**src/sv/stk_pkg.sv**
```systemverilog
// ----------------------------------------------------------------------------
// stk_pkg: shared definitions for the LIFO stack with key removal
// Operation and status codes, the beat layout and the cell control bundle.
// ----------------------------------------------------------------------------
package stk_pkg;

    localparam int DATA_W   = 32;
    localparam int OP_W     = 2;
    localparam int STATUS_W = 2;
    localparam int COUNT_W  = 7;
    localparam int IN_W     = 32;
    localparam int OUT_W    = 48;

    localparam logic [OP_W-1:0] OP_PUSH   = 2'd0;
    localparam logic [OP_W-1:0] OP_POP    = 2'd1;
    localparam logic [OP_W-1:0] OP_REMOVE = 2'd2;
    localparam logic [OP_W-1:0] OP_CLEAR  = 2'd3;

    localparam logic [STATUS_W-1:0] STAT_OK    = 2'd0;
    localparam logic [STATUS_W-1:0] STAT_EMPTY = 2'd1;
    localparam logic [STATUS_W-1:0] STAT_FULL  = 2'd2;

    typedef enum logic [2:0] {
        CMD_HOLD,
        CMD_PUSH,
        CMD_POP,
        CMD_LOAD,
        CMD_SORT
    } cell_cmd_t;

    typedef struct packed {
        cell_cmd_t          cmd;
        logic               phase;
        logic [DATA_W-1:0]  key;
    } cell_ctrl_t;

endpackage

```
**src/sv/stack_with_key_removal.sv**
```systemverilog
// ----------------------------------------------------------------------------
// stack_with_key_removal: bounded LIFO of signed 32-bit words
// Push, pop, clear and removal of every entry equal to a key, one result
// beat per operation.
//
// Channel   Dir  Beat contents
// s_*       in   tuser: opcode[1:0]; tdata: operand[31:0]
// m_*       out  tdata: popped_value, status, is_empty, entry_count
//
// Key removal first marks the slots, then runs STACK_DEPTH rounds of odd-even
// exchange along the cell chain, which sink the removed slots below the kept
// entries. Reset clears the entry count and the cell flags; the stored words
// need none. The input stalls during key removal and while a result beat
// waits and m_tready is low.
// ----------------------------------------------------------------------------
module stack_with_key_removal
    import stk_pkg::*;
#(
    parameter int STACK_DEPTH = 64
)
(
    input  logic             clk,
    input  logic             rst_n,
    input  logic             s_tvalid,
    output logic             s_tready,
    input  logic [IN_W-1:0]  s_tdata,   // operand[31:0]
    input  logic [OP_W-1:0]  s_tuser,   // opcode[1:0]
    output logic             m_tvalid,
    input  logic             m_tready,
    output logic [OUT_W-1:0] m_tdata    // popped_value[31:0], status[33:32],
                                        // is_empty[34], entry_count[41:35]
);

    localparam int CNT_W = $clog2(STACK_DEPTH + 1);

    typedef enum logic [1:0] {
        ST_IDLE = 2'b01,
        ST_SORT = 2'b10
    } state_t;

    state_t            state_reg;
    state_t            state_next;
    logic [CNT_W-1:0]  count_reg;
    logic [CNT_W-1:0]  count_next;
    logic [CNT_W-1:0]  round_reg;
    logic [CNT_W-1:0]  round_next;
    logic              out_valid_reg;
    logic              out_valid_next;
    logic [OUT_W-1:0]  out_data_reg;
    logic [OUT_W-1:0]  out_data_next;

    cell_ctrl_t        ctrl;
    logic [DATA_W-1:0] data_w [STACK_DEPTH];
    logic              flag_w [STACK_DEPTH];
    logic              mark_w [STACK_DEPTH];

    logic              in_acc;
    logic              full;
    logic              emit;
    logic [DATA_W-1:0] res_popped;
    logic [STATUS_W-1:0] res_status;

    assign s_tready = (state_reg == ST_IDLE) && (!out_valid_reg || m_tready);
    assign in_acc   = s_tvalid && s_tready;
    assign full     = (count_reg == CNT_W'(STACK_DEPTH));

    always_comb
    begin
        state_next     = state_reg;
        count_next     = count_reg;
        round_next     = round_reg;
        ctrl.cmd       = CMD_HOLD;
        ctrl.phase     = round_reg[0];
        ctrl.key       = s_tdata;
        emit           = 1'b0;
        res_popped     = '0;
        res_status     = STAT_OK;
        unique case (state_reg)
            ST_IDLE:
            begin
                if (in_acc)
                begin
                    unique case (s_tuser)
                        OP_PUSH:
                        begin
                            emit = 1'b1;
                            if (full)
                            begin
                                res_status = STAT_FULL;
                            end
                            else
                            begin
                                ctrl.cmd   = CMD_PUSH;
                                count_next = count_reg + 1'b1;
                            end
                        end
                        OP_POP:
                        begin
                            emit = 1'b1;
                            if (count_reg == '0)
                            begin
                                res_status = STAT_EMPTY;
                            end
                            else
                            begin
                                ctrl.cmd   = CMD_POP;
                                res_popped = data_w[0];
                                count_next = count_reg - 1'b1;
                            end
                        end
                        OP_REMOVE:
                        begin
                            ctrl.cmd   = CMD_LOAD;
                            round_next = CNT_W'(STACK_DEPTH - 1);
                            state_next = ST_SORT;
                        end
                        OP_CLEAR:
                        begin
                            emit       = 1'b1;
                            count_next = '0;
                        end
                        default:
                        begin
                        end
                    endcase
                end
            end
            ST_SORT:
            begin
                ctrl.cmd = CMD_SORT;
                // Each removed entry reaches cell 0 of the mark chain once.
                count_next = count_reg - CNT_W'(mark_w[0]);
                if (round_reg == '0)
                begin
                    emit       = 1'b1;
                    state_next = ST_IDLE;
                end
                else
                begin
                    round_next = round_reg - 1'b1;
                end
            end
            default:
            begin
                state_next = ST_IDLE;
            end
        endcase
    end

    always_comb
    begin
        out_valid_next = out_valid_reg && !m_tready;
        out_data_next  = out_data_reg;
        if (emit)
        begin
            out_valid_next = 1'b1;
            out_data_next  = '0;
            out_data_next[31:0]  = res_popped;
            out_data_next[33:32] = res_status;
            out_data_next[34]    = (count_next == '0);
            out_data_next[41:35] = COUNT_W'(count_next);
        end
    end

    always_ff @(posedge clk or negedge rst_n)
    begin
        if (!rst_n)
        begin
            state_reg     <= ST_IDLE;
            count_reg     <= '0;
            round_reg     <= '0;
            out_valid_reg <= 1'b0;
        end
        else
        begin
            state_reg     <= state_next;
            count_reg     <= count_next;
            round_reg     <= round_next;
            out_valid_reg <= out_valid_next;
        end
    end

    always_ff @(posedge clk)
    begin
        out_data_reg <= out_data_next;
    end

    assign m_tvalid = out_valid_reg;
    assign m_tdata  = out_data_reg;

    // Cell 0 is the top of the stack.
    for (genvar i = 0; i < STACK_DEPTH; i++)
    begin : g_cell
        logic [DATA_W-1:0] lower_data;
        logic              lower_flag;
        logic [DATA_W-1:0] upper_data;
        logic              upper_flag;
        logic              upper_mark;

        if (i == 0)
        begin : g_top
            assign lower_data = s_tdata;
            assign lower_flag = 1'b0;
        end
        else
        begin : g_mid_lo
            assign lower_data = data_w[i-1];
            assign lower_flag = flag_w[i-1];
        end

        if (i == STACK_DEPTH - 1)
        begin : g_bottom
            assign upper_data = data_w[i];
            assign upper_flag = 1'b1;
            assign upper_mark = 1'b0;
        end
        else
        begin : g_mid_hi
            assign upper_data = data_w[i+1];
            assign upper_flag = flag_w[i+1];
            assign upper_mark = mark_w[i+1];
        end

        stk_cell #(
            .INDEX (i),
            .CNT_W (CNT_W)
        ) u_cell (
            .clk        (clk),
            .rst_n      (rst_n),
            .ctrl       (ctrl),
            .count      (count_reg),
            .lower_data (lower_data),
            .lower_flag (lower_flag),
            .upper_data (upper_data),
            .upper_flag (upper_flag),
            .upper_mark (upper_mark),
            .data       (data_w[i]),
            .flag       (flag_w[i]),
            .mark       (mark_w[i])
        );
    end

`ifndef SYNTH
    a_count_bound: assert property (@(posedge clk) disable iff (!rst_n)
        count_reg <= CNT_W'(STACK_DEPTH))
        else $error("entry count above stack depth");

    a_no_accept_in_sort: assert property (@(posedge clk) disable iff (!rst_n)
        (state_reg == ST_SORT) |-> !s_tready)
        else $error("input accepted during key removal");

    a_pop_count: assert property (@(posedge clk) disable iff (!rst_n)
        (in_acc && (s_tuser == OP_POP) && (count_reg != '0))
            |=> (count_reg == $past(count_reg) - 1'b1))
        else $error("pop did not lower the entry count by one");

    a_sort_result: assert property (@(posedge clk) disable iff (!rst_n)
        ((state_reg == ST_SORT) && (round_reg == '0)) |=> m_tvalid)
        else $error("key removal finished without a result beat");
`endif

endmodule

```
**src/sv/stk_cell.sv**
```systemverilog
// ----------------------------------------------------------------------------
// stk_cell: one slot of the stack chain
// Holds one entry. Shifts with its neighbors on push and pop, and during key
// removal takes part in an odd-even exchange that sinks deleted slots.
// ----------------------------------------------------------------------------
module stk_cell
    import stk_pkg::*;
#(
    parameter int INDEX = 0,
    parameter int CNT_W = 7
)
(
    input  logic              clk,
    input  logic              rst_n,
    input  cell_ctrl_t        ctrl,
    input  logic [CNT_W-1:0]  count,
    input  logic [DATA_W-1:0] lower_data,
    input  logic              lower_flag,
    input  logic [DATA_W-1:0] upper_data,
    input  logic              upper_flag,
    input  logic              upper_mark,
    output logic [DATA_W-1:0] data,
    output logic              flag,
    output logic              mark
);

    localparam logic PARITY = 1'(INDEX % 2);

    logic [DATA_W-1:0] data_reg;
    logic [DATA_W-1:0] data_next;
    logic              flag_reg;
    logic              flag_next;
    logic              mark_reg;
    logic              mark_next;
    logic              hit;
    logic              beyond;

    assign hit    = (data_reg == ctrl.key);
    assign beyond = (count <= CNT_W'(INDEX));

    always_comb
    begin
        data_next = data_reg;
        flag_next = flag_reg;
        mark_next = mark_reg;
        unique case (ctrl.cmd)
            CMD_PUSH:
            begin
                data_next = lower_data;
            end
            CMD_POP:
            begin
                data_next = upper_data;
            end
            CMD_LOAD:
            begin
                // A slot sinks if it is unused or holds the key; only used
                // slots that hold the key count as removals.
                flag_next = beyond | hit;
                mark_next = ~beyond & hit;
            end
            CMD_SORT:
            begin
                mark_next = upper_mark;
                if (ctrl.phase == PARITY)
                begin
                    if (flag_reg && !upper_flag)
                    begin
                        data_next = upper_data;
                        flag_next = 1'b0;
                    end
                end
                else
                begin
                    if (lower_flag && !flag_reg)
                    begin
                        data_next = lower_data;
                        flag_next = 1'b1;
                    end
                end
            end
            default:
            begin
            end
        endcase
    end

    always_ff @(posedge clk or negedge rst_n)
    begin
        if (!rst_n)
        begin
            flag_reg <= 1'b0;
            mark_reg <= 1'b0;
        end
        else
        begin
            flag_reg <= flag_next;
            mark_reg <= mark_next;
        end
    end

    always_ff @(posedge clk)
    begin
        data_reg <= data_next;
    end

    assign data = data_reg;
    assign flag = flag_reg;
    assign mark = mark_reg;

endmodule

```
**config.mk**
```make
export PLATFORM = sky130hd
export DESIGN_NAME = stack_with_key_removal
export DESIGN_NICKNAME = d
export VERILOG_FILES = /design/src/sv/stk_pkg.sv /design/src/sv/stack_with_key_removal.sv /design/src/sv/stk_cell.sv
export SDC_FILE = /design/constraint.sdc
export NUM_CORES = 2
export LEC_CHECK = 0
export BUFFER_PORTS_ARGS = -buffer_cell sky130_fd_sc_hd__buf_2
export CAP_MARGIN = 10
export CORE_MARGIN = 1
export CORE_UTILIZATION = 55
export CTS_CLUSTER_SIZE = 14
export DETAILED_ROUTE_END_ITERATION = 12
export HOLD_SLACK_MARGIN = 0.03
export PLACE_DENSITY = 0.7
export SKIP_CTS_REPAIR_TIMING = 1
export SYNTH_ARGS = -nofsm -noshare
export SYNTH_HDL_FRONTEND = slang
export SYNTH_SLANG_ARGS = --single-unit
export TNS_END_PERCENT = 10
```
**constraint.sdc**
```tcl
create_clock -name clk -period 10.75 [get_ports clk]
set_input_delay 2.15 -clock clk [delete_from_list [all_inputs] [get_ports clk]]
set_output_delay 2.15 -clock clk [all_outputs]
set_load 0.005 [all_outputs]
```
; Word-level counts from Yosys, hierarchy flattened
; Cells that the tools add are included.
[totals]
word_cells = 1477
in_bits = 38
out_inout_bits = 50
ff_bits = 2235
[classes]
eq_ne = 144
n_reduce_logical = 273
n_lt_le_gt_ge = 64
mux = 598
n_bitwise = 195
add_sub_neg = 4
[op_table]
columns = op, n
row1 = $mux W32, 190
row2 = $pmux W32 S3, 63
row3 = $eq A32 B32 Y1, 64
row4 = $reduce_and A3 Y1, 129
row5 = $pmux W1 S2, 129
row6 = $le A7 B6 Y1 const B, 32
row7 = $mux W1, 196
row8 = $ne A3 B2 Y1 const B, 63
row9 = $le A7 B5 Y1 const B, 16
row10 = $not A1 Y1, 67
row11 = $logic_and A1 B1 Y1, 66
row12 = $logic_not A1 Y1, 65
row13 = $and A1 B1 Y1, 64
row14 = $or A1 B1 Y1, 64
row15 = $pmux W32 S2, 1
row16 = $le A7 B4 Y1 const B, 8
row17 = $mux W7, 6
row18 = $le A7 B3 Y1 const B, 4
row19 = $pmux W7 S2, 2
row20 = $logic_not A7 Y1, 3
row21 = $pmux W7 S3, 1
row22 = $le A7 B1 Y1 const B, 2
row23 = $le A7 B2 Y1 const B, 2
row24 = $sub A7 B1 Y7 const B, 2
row25 = 22 further kinds, 39

; Logic depth before layout (Yosys ltp)
[logic_depth]
depth_word = 9
mapped_depth = 12
depth_no_buf = 9

; Hierarchy
; A second synthesis with hierarchy kept.
[unflattened]
hier_cells = 9164
hier_area_um2 = 127740.0
[modules_own_cells]
columns = module, n_inst, seq_area_each_um2, area_per_inst_um2, cells_per_inst
row1 = stk_cell at g_cell[12].u_cell ..., 7, 1011.0, 1956.9, 140
row2 = stk_cell at g_cell[0].u_cell ..., 5, 1011.0, 1955.6, 140
row3 = stk_cell at g_cell[11].u_cell ..., 5, 1011.0, 1936.9, 137
row4 = stk_cell at g_cell[29].u_cell ..., 4, 1011.0, 1906.8, 136
row5 = stk_cell at g_cell[33].u_cell ..., 3, 1011.0, 1940.6, 138
row6 = stk_cell at g_cell[35].u_cell ..., 3, 1011.0, 1939.4, 138
row7 = stk_cell at g_cell[17].u_cell ..., 3, 1011.0, 1908.1, 136
row8 = stk_cell at g_cell[21].u_cell ..., 2, 1011.0, 1943.1, 138
row9 = stk_cell at g_cell[55].u_cell ..., 2, 1011.0, 1934.4, 137
row10 = stk_cell at g_cell[15].u_cell ..., 2, 1011.0, 1933.1, 137
row11 = stk_cell at g_cell[20].u_cell ..., 2, 1011.0, 1919.3, 141
row12 = stk_cell at g_cell[38].u_cell ..., 2, 1011.0, 1915.6, 140
row13 = stack_with_key_removal, 1, 1687.9, 3115.5, 296
row14 = stk_cell at g_cell[44].u_cell, 1, 1011.0, 2099.5, 140
row15 = 23 more rows, --, --, --, --

; Worst setup path before layout
; OpenSTA, ideal clock, no wires.
[synth_timing]
path_kind = input -> register
from = input port s_tvalid
to = register g_cell[63].u_cell.data_reg[0], enable pin
setup_ps = 470
arrival_ps = 5283
path_buffers = 0
t_required_ps = 10280
stages = 5
slack_ps = 4997
path_cell_list = and2_0 -> nand2_1 -> a211oi_2 -> nand2_1 -> a21boi_0
[synth_between]
elab_chain_len = 6
word_cells_on_any_way = 9
cone_classes = 4 x eq/ne / 2 x mux / 3 x reduce/logical
[synth_lines]
columns = element, line_no
row1 = from (decl), stack_with_key_removal.sv:24  ; input logic s_tvalid,
row2 = $logic_and A1 B1 Y1 *, stack_with_key_removal.sv:64  ; assign in_acc = s_tvalid && s_tready;
row3 = $mux W2 *, stack_with_key_removal.sv:81  ; if (in_acc)
row4 = $pmux W3 S2 *, stack_with_key_removal.sv:78  ; unique case (state_reg)
row5 = $eq A3 B3 Y1 or $eq A3 B1 Y1 (tied branches), stk_cell.sv:46  ; unique case (ctrl.cmd)
row6 = "$ne A2 B1 Y1 (no line), or another cell as far along", --
row7 = $reduce_and A3 Y1 (no line) *, --
row8 = to (signal assigned), stk_cell.sv:104  ; data_reg <= data_next;
row9 = to (decl), stk_cell.sv:29  ; logic [DATA_W-1:0] data_reg;
; Mark *: on every way between the ends. The rest lies on a longest branch, timed or not.
; A chain may end at the register's enable or synchronous reset.

; Final worst setup path
[layout_timing]
from = register count_reg[0]
to = register g_cell[29].u_cell.data_reg[22], data pin
[layout_between]
elab_chain_len = 7
word_cells_on_any_way = 11
cone_classes = 4 x eq/ne / 6 x mux / 1 x reduce/logical
[layout_lines]
columns = element, line_no
row1 = from (decl), stack_with_key_removal.sv:43  ; logic [CNT_W-1:0] count_reg;
row2 = from (signal assigned), stack_with_key_removal.sv:177  ; count_reg <= count_next;
row3 = $eq A7 B7 Y1 or $logic_not A7 Y1 (tied branches), "stack_with_key_removal.sv:65, stack_with_key_removal.sv:100"
row4 = $mux W1 or $mux W2 (tied branches), "stack_with_key_removal.sv:87, stack_with_key_removal.sv:100"
row5 = $pmux W2 S3 *, stack_with_key_removal.sv:83  ; unique case (s_tuser)
row6 = $mux W2 *, stack_with_key_removal.sv:81
row7 = $pmux W3 S2 *, stack_with_key_removal.sv:78
row8 = "$eq A3 B3 Y1, or another cell as far along", stk_cell.sv:46
row9 = $pmux W32 S3 *, stk_cell.sv:46
row10 = named net g_cell[29].u_cell.data_next[22], stk_cell.sv:30  ; logic [DATA_W-1:0] data_next;
row11 = to (signal assigned), stk_cell.sv:104
row12 = to (decl), stk_cell.sv:29
; The timed path passes the listed nets; every way through them passes the cells marked *.

==> impl_metrics.tcl <==
set metrics [dict create \
    synth.distinct_cells 82 \
    routabilityCongestion 0.945 \
    die-height_um 471 \
    drcViolationCount 0 \
    relSlewSlack 0.112 \
    core-area_sq_um 218000 \
    clk_path_buf_depth 3 \
    first_global_vias 76099 \
    synth_top_cell_by_area "edfxtp_1" \
    grt_max_degree 178 \
    synth.top_cells.by_count "edfxtp_1 (2,090), mux2_1 (1,760), xnor2_1 (1,609), xor2_1 (442), nand4_1 (433)" \
    dp_hpwl_mm 276 \
    largest_register_ffs 2048 \
    cts_buffers 235 \
    async_flop_share 0.0649 \
    synthCells 8609 \
    synth_area_leaders "edfxtp_1 (52%), mux2_1 (16%), xnor2_1 (12%), xor2_1 (3.2%), dfrtp_1 (3.0%)" \
    power_leakage_uw 0.0416 \
    clock_sinks 2235 \
    root_buffer "clkbuf_16" \
    io_buffers 81 \
    drt-total-wl_mm 393 \
    synth_most_common_cell "edfxtp_1" \
    grt_overflow 0 \
    area_delta_synth_final_pct 8.20 \
    postSynthAreaPerCell_sq_um 14.0 \
    synth_edf_count 2090 \
    synth_top_cell_area_share 0.519 \
    multi_input_area_sq_um 51500 \
    seq_area_sq_um 66400 \
    outcome "completed" \
    finClkSkew_ns 0.0456 \
    hp-class "flop to flop" \
    cts.clk_slew.worst_paths_ns 0.06 \
    worst-slew-pin-transition_ns 1.32 \
    crit_fanout 148 \
    fin_crit_ns 6.16 \
    rsz0062_at_grt "false" \
    crit_type "flop to flop" \
    pre_cts_slack_ns 3.59 \
    synth_area_sq_um 121000 \
    row_count 171 \
    drv_cap 0 \
    fin_ws_ns 4.59 \
    ys_ff_latch 2235 \
    vias_per_cell 6.67 \
    ys.warnings.count 0 \
    antenna_found_initial 22 \
    grt_util_all_layers 0.349 \
    slew_violations 0 \
    vias 77223 \
    required_ns 11.38 \
    nets 8567 \
    synth_ff_type "edfxtp_1" \
    ant_nets 0 \
    initial_core_util 0.555 \
    power.density_nw_per_um2 261 \
    nFillCells 16873 \
    setup_viol 0 \
    ioPinCount 88 \
    wl_per_cell_um 34.0 \
    clock_latency_ns 0.89 \
    die_w_um 471 \
    ys_seq_area_frac 0.549 \
    die_area_sq_um 222000 \
    max_freq_ghz 0.162 \
    cts-htree-levels 4 \
    drive_gt1_frac 0.102 \
    finalHoldViolations 0 \
    cts_tree "yes" \
    finalSetupTns_ns 0 \
    arrival_ns 6.79 \
    ir_drop_mv 0.208 \
    drt_pre_antenna_iters 6 \
    grt_pass1_wl_mm 562 \
    finalPower_uw 34100 \
    worstSetupStartpointType "flop" \
    drtIter0Drc 10163 \
    timing.reg2reg.setup_slack_ns 4.59 \
    final.period_utilization 0.573 \
    crit_path_end_kind "flop" \
]
==> cell usage in the layout (no fill, tap or decap), types with 75 or more instances in the layout <==
cell	synthesis	final
a21oi_1	131	92
buf_4	8	152
clkbuf_1	213	75
clkbuf_16	0	238
dfrtp_1	144	143
edfxtp_1	2090	2090
mux2_1	1760	1760
mux2_2	257	257
nand2_1	190	190
nand3_1	120	120
nand4_1	433	433
nor2_1	118	113
nor4_1	216	216
xnor2_1	1609	1609
xor2_1	442	442
==> report_power, final <==
part	total, uW	switching [uW]	internal [uW]
Sequential	16800	3130	13600
Combinational	9460	5480	3980
Clock	7910	3540	4370
==> per-layer routing <==
| layer | GRT usage | part of all wire | wire length (um) |
|---|---|---|---|
| met5 | 0 | 0.00023 | 91 |
| met4 | 0.141 | 0.045 | 17500 |
| met3 | 0.0693 | 0.10 | 40900 |
| met2 | 0.542 | 0.46 | 180000 |
| met1 | 0.479 | 0.39 | 155000 |
==> critical path: stages (launching register included) <==
cell	delay, ns
dfrtp_1	0.63
inv_1	0.33
ha_1	0.44
nor3b_4	0.49
a21oi_2	0.09
buf_4	0.27
o21ai_2	0.36
nand3_1	0.37
a21oi_4	0.84
buf_4	0.60
buf_12	0.51
mux2_1	0.40
==> final timing paths <==
kind | startpoint | cells past startpoint | to
min in group asynchronous | rst_n | 1 | g_cell[35].u_cell.flag
worst min-delay path | g_cell[9].u_cell.mark | 2 | g_cell[8].u_cell.mark
worst min register to register | g_cell[9].u_cell.mark | 2 | g_cell[8].u_cell.mark
worst max register to register | count_reg[0] | 11 | g_cell[29].u_cell.data[22]
worst max-delay path | count_reg[0] | 11 | g_cell[29].u_cell.data[22]
max in group asynchronous | rst_n | 2 | g_cell[43].u_cell.mark
==> per-stage QoR <==
stage / cells / cell area [sq um] / hold slack, ns / util
final: 11581 / 131000 / 0.477 / 0.601
after global routing: 11578 / 131000 / 0.513 / 0.601
after CTS: 11570 / 131000 / 0.480 / 0.600
after floorplan: 8614 / 121000 / 0.438 / -
after global placement: 11134 / 123000 / 0.458 / 0.567
after detailed placement: 11135 / 123000 / 0.458 / 0.567
==> final cells by class <==
cell class                      instances  share of cell area
Multi-Input combinational cell       5773               0.394
Inverter                               41             0.00118
Timing Repair Buffer                  234              0.0144
Tap cell                             2854              0.0273
Sequential cell                      2235               0.508
Clock inverter                        117             0.00727
Clock buffer                          318              0.0482
Antenna cell                            9            0.000172
==> cell families after synthesis <==
group,Yosys count,share of synthesized area
xor gates and xnor gates,2051,0.149
and+or+nand+nor,1269,0.0584
AOI/OAI and AO/OA,419,0.0228
adders and majority gates,9,0.000931
muxes,2019,0.188
other,1,0.0000310
buffers and inverters,606,0.0320
DFF,2235,0.549
Note: power is estimated with default switching activity, not from simulation.
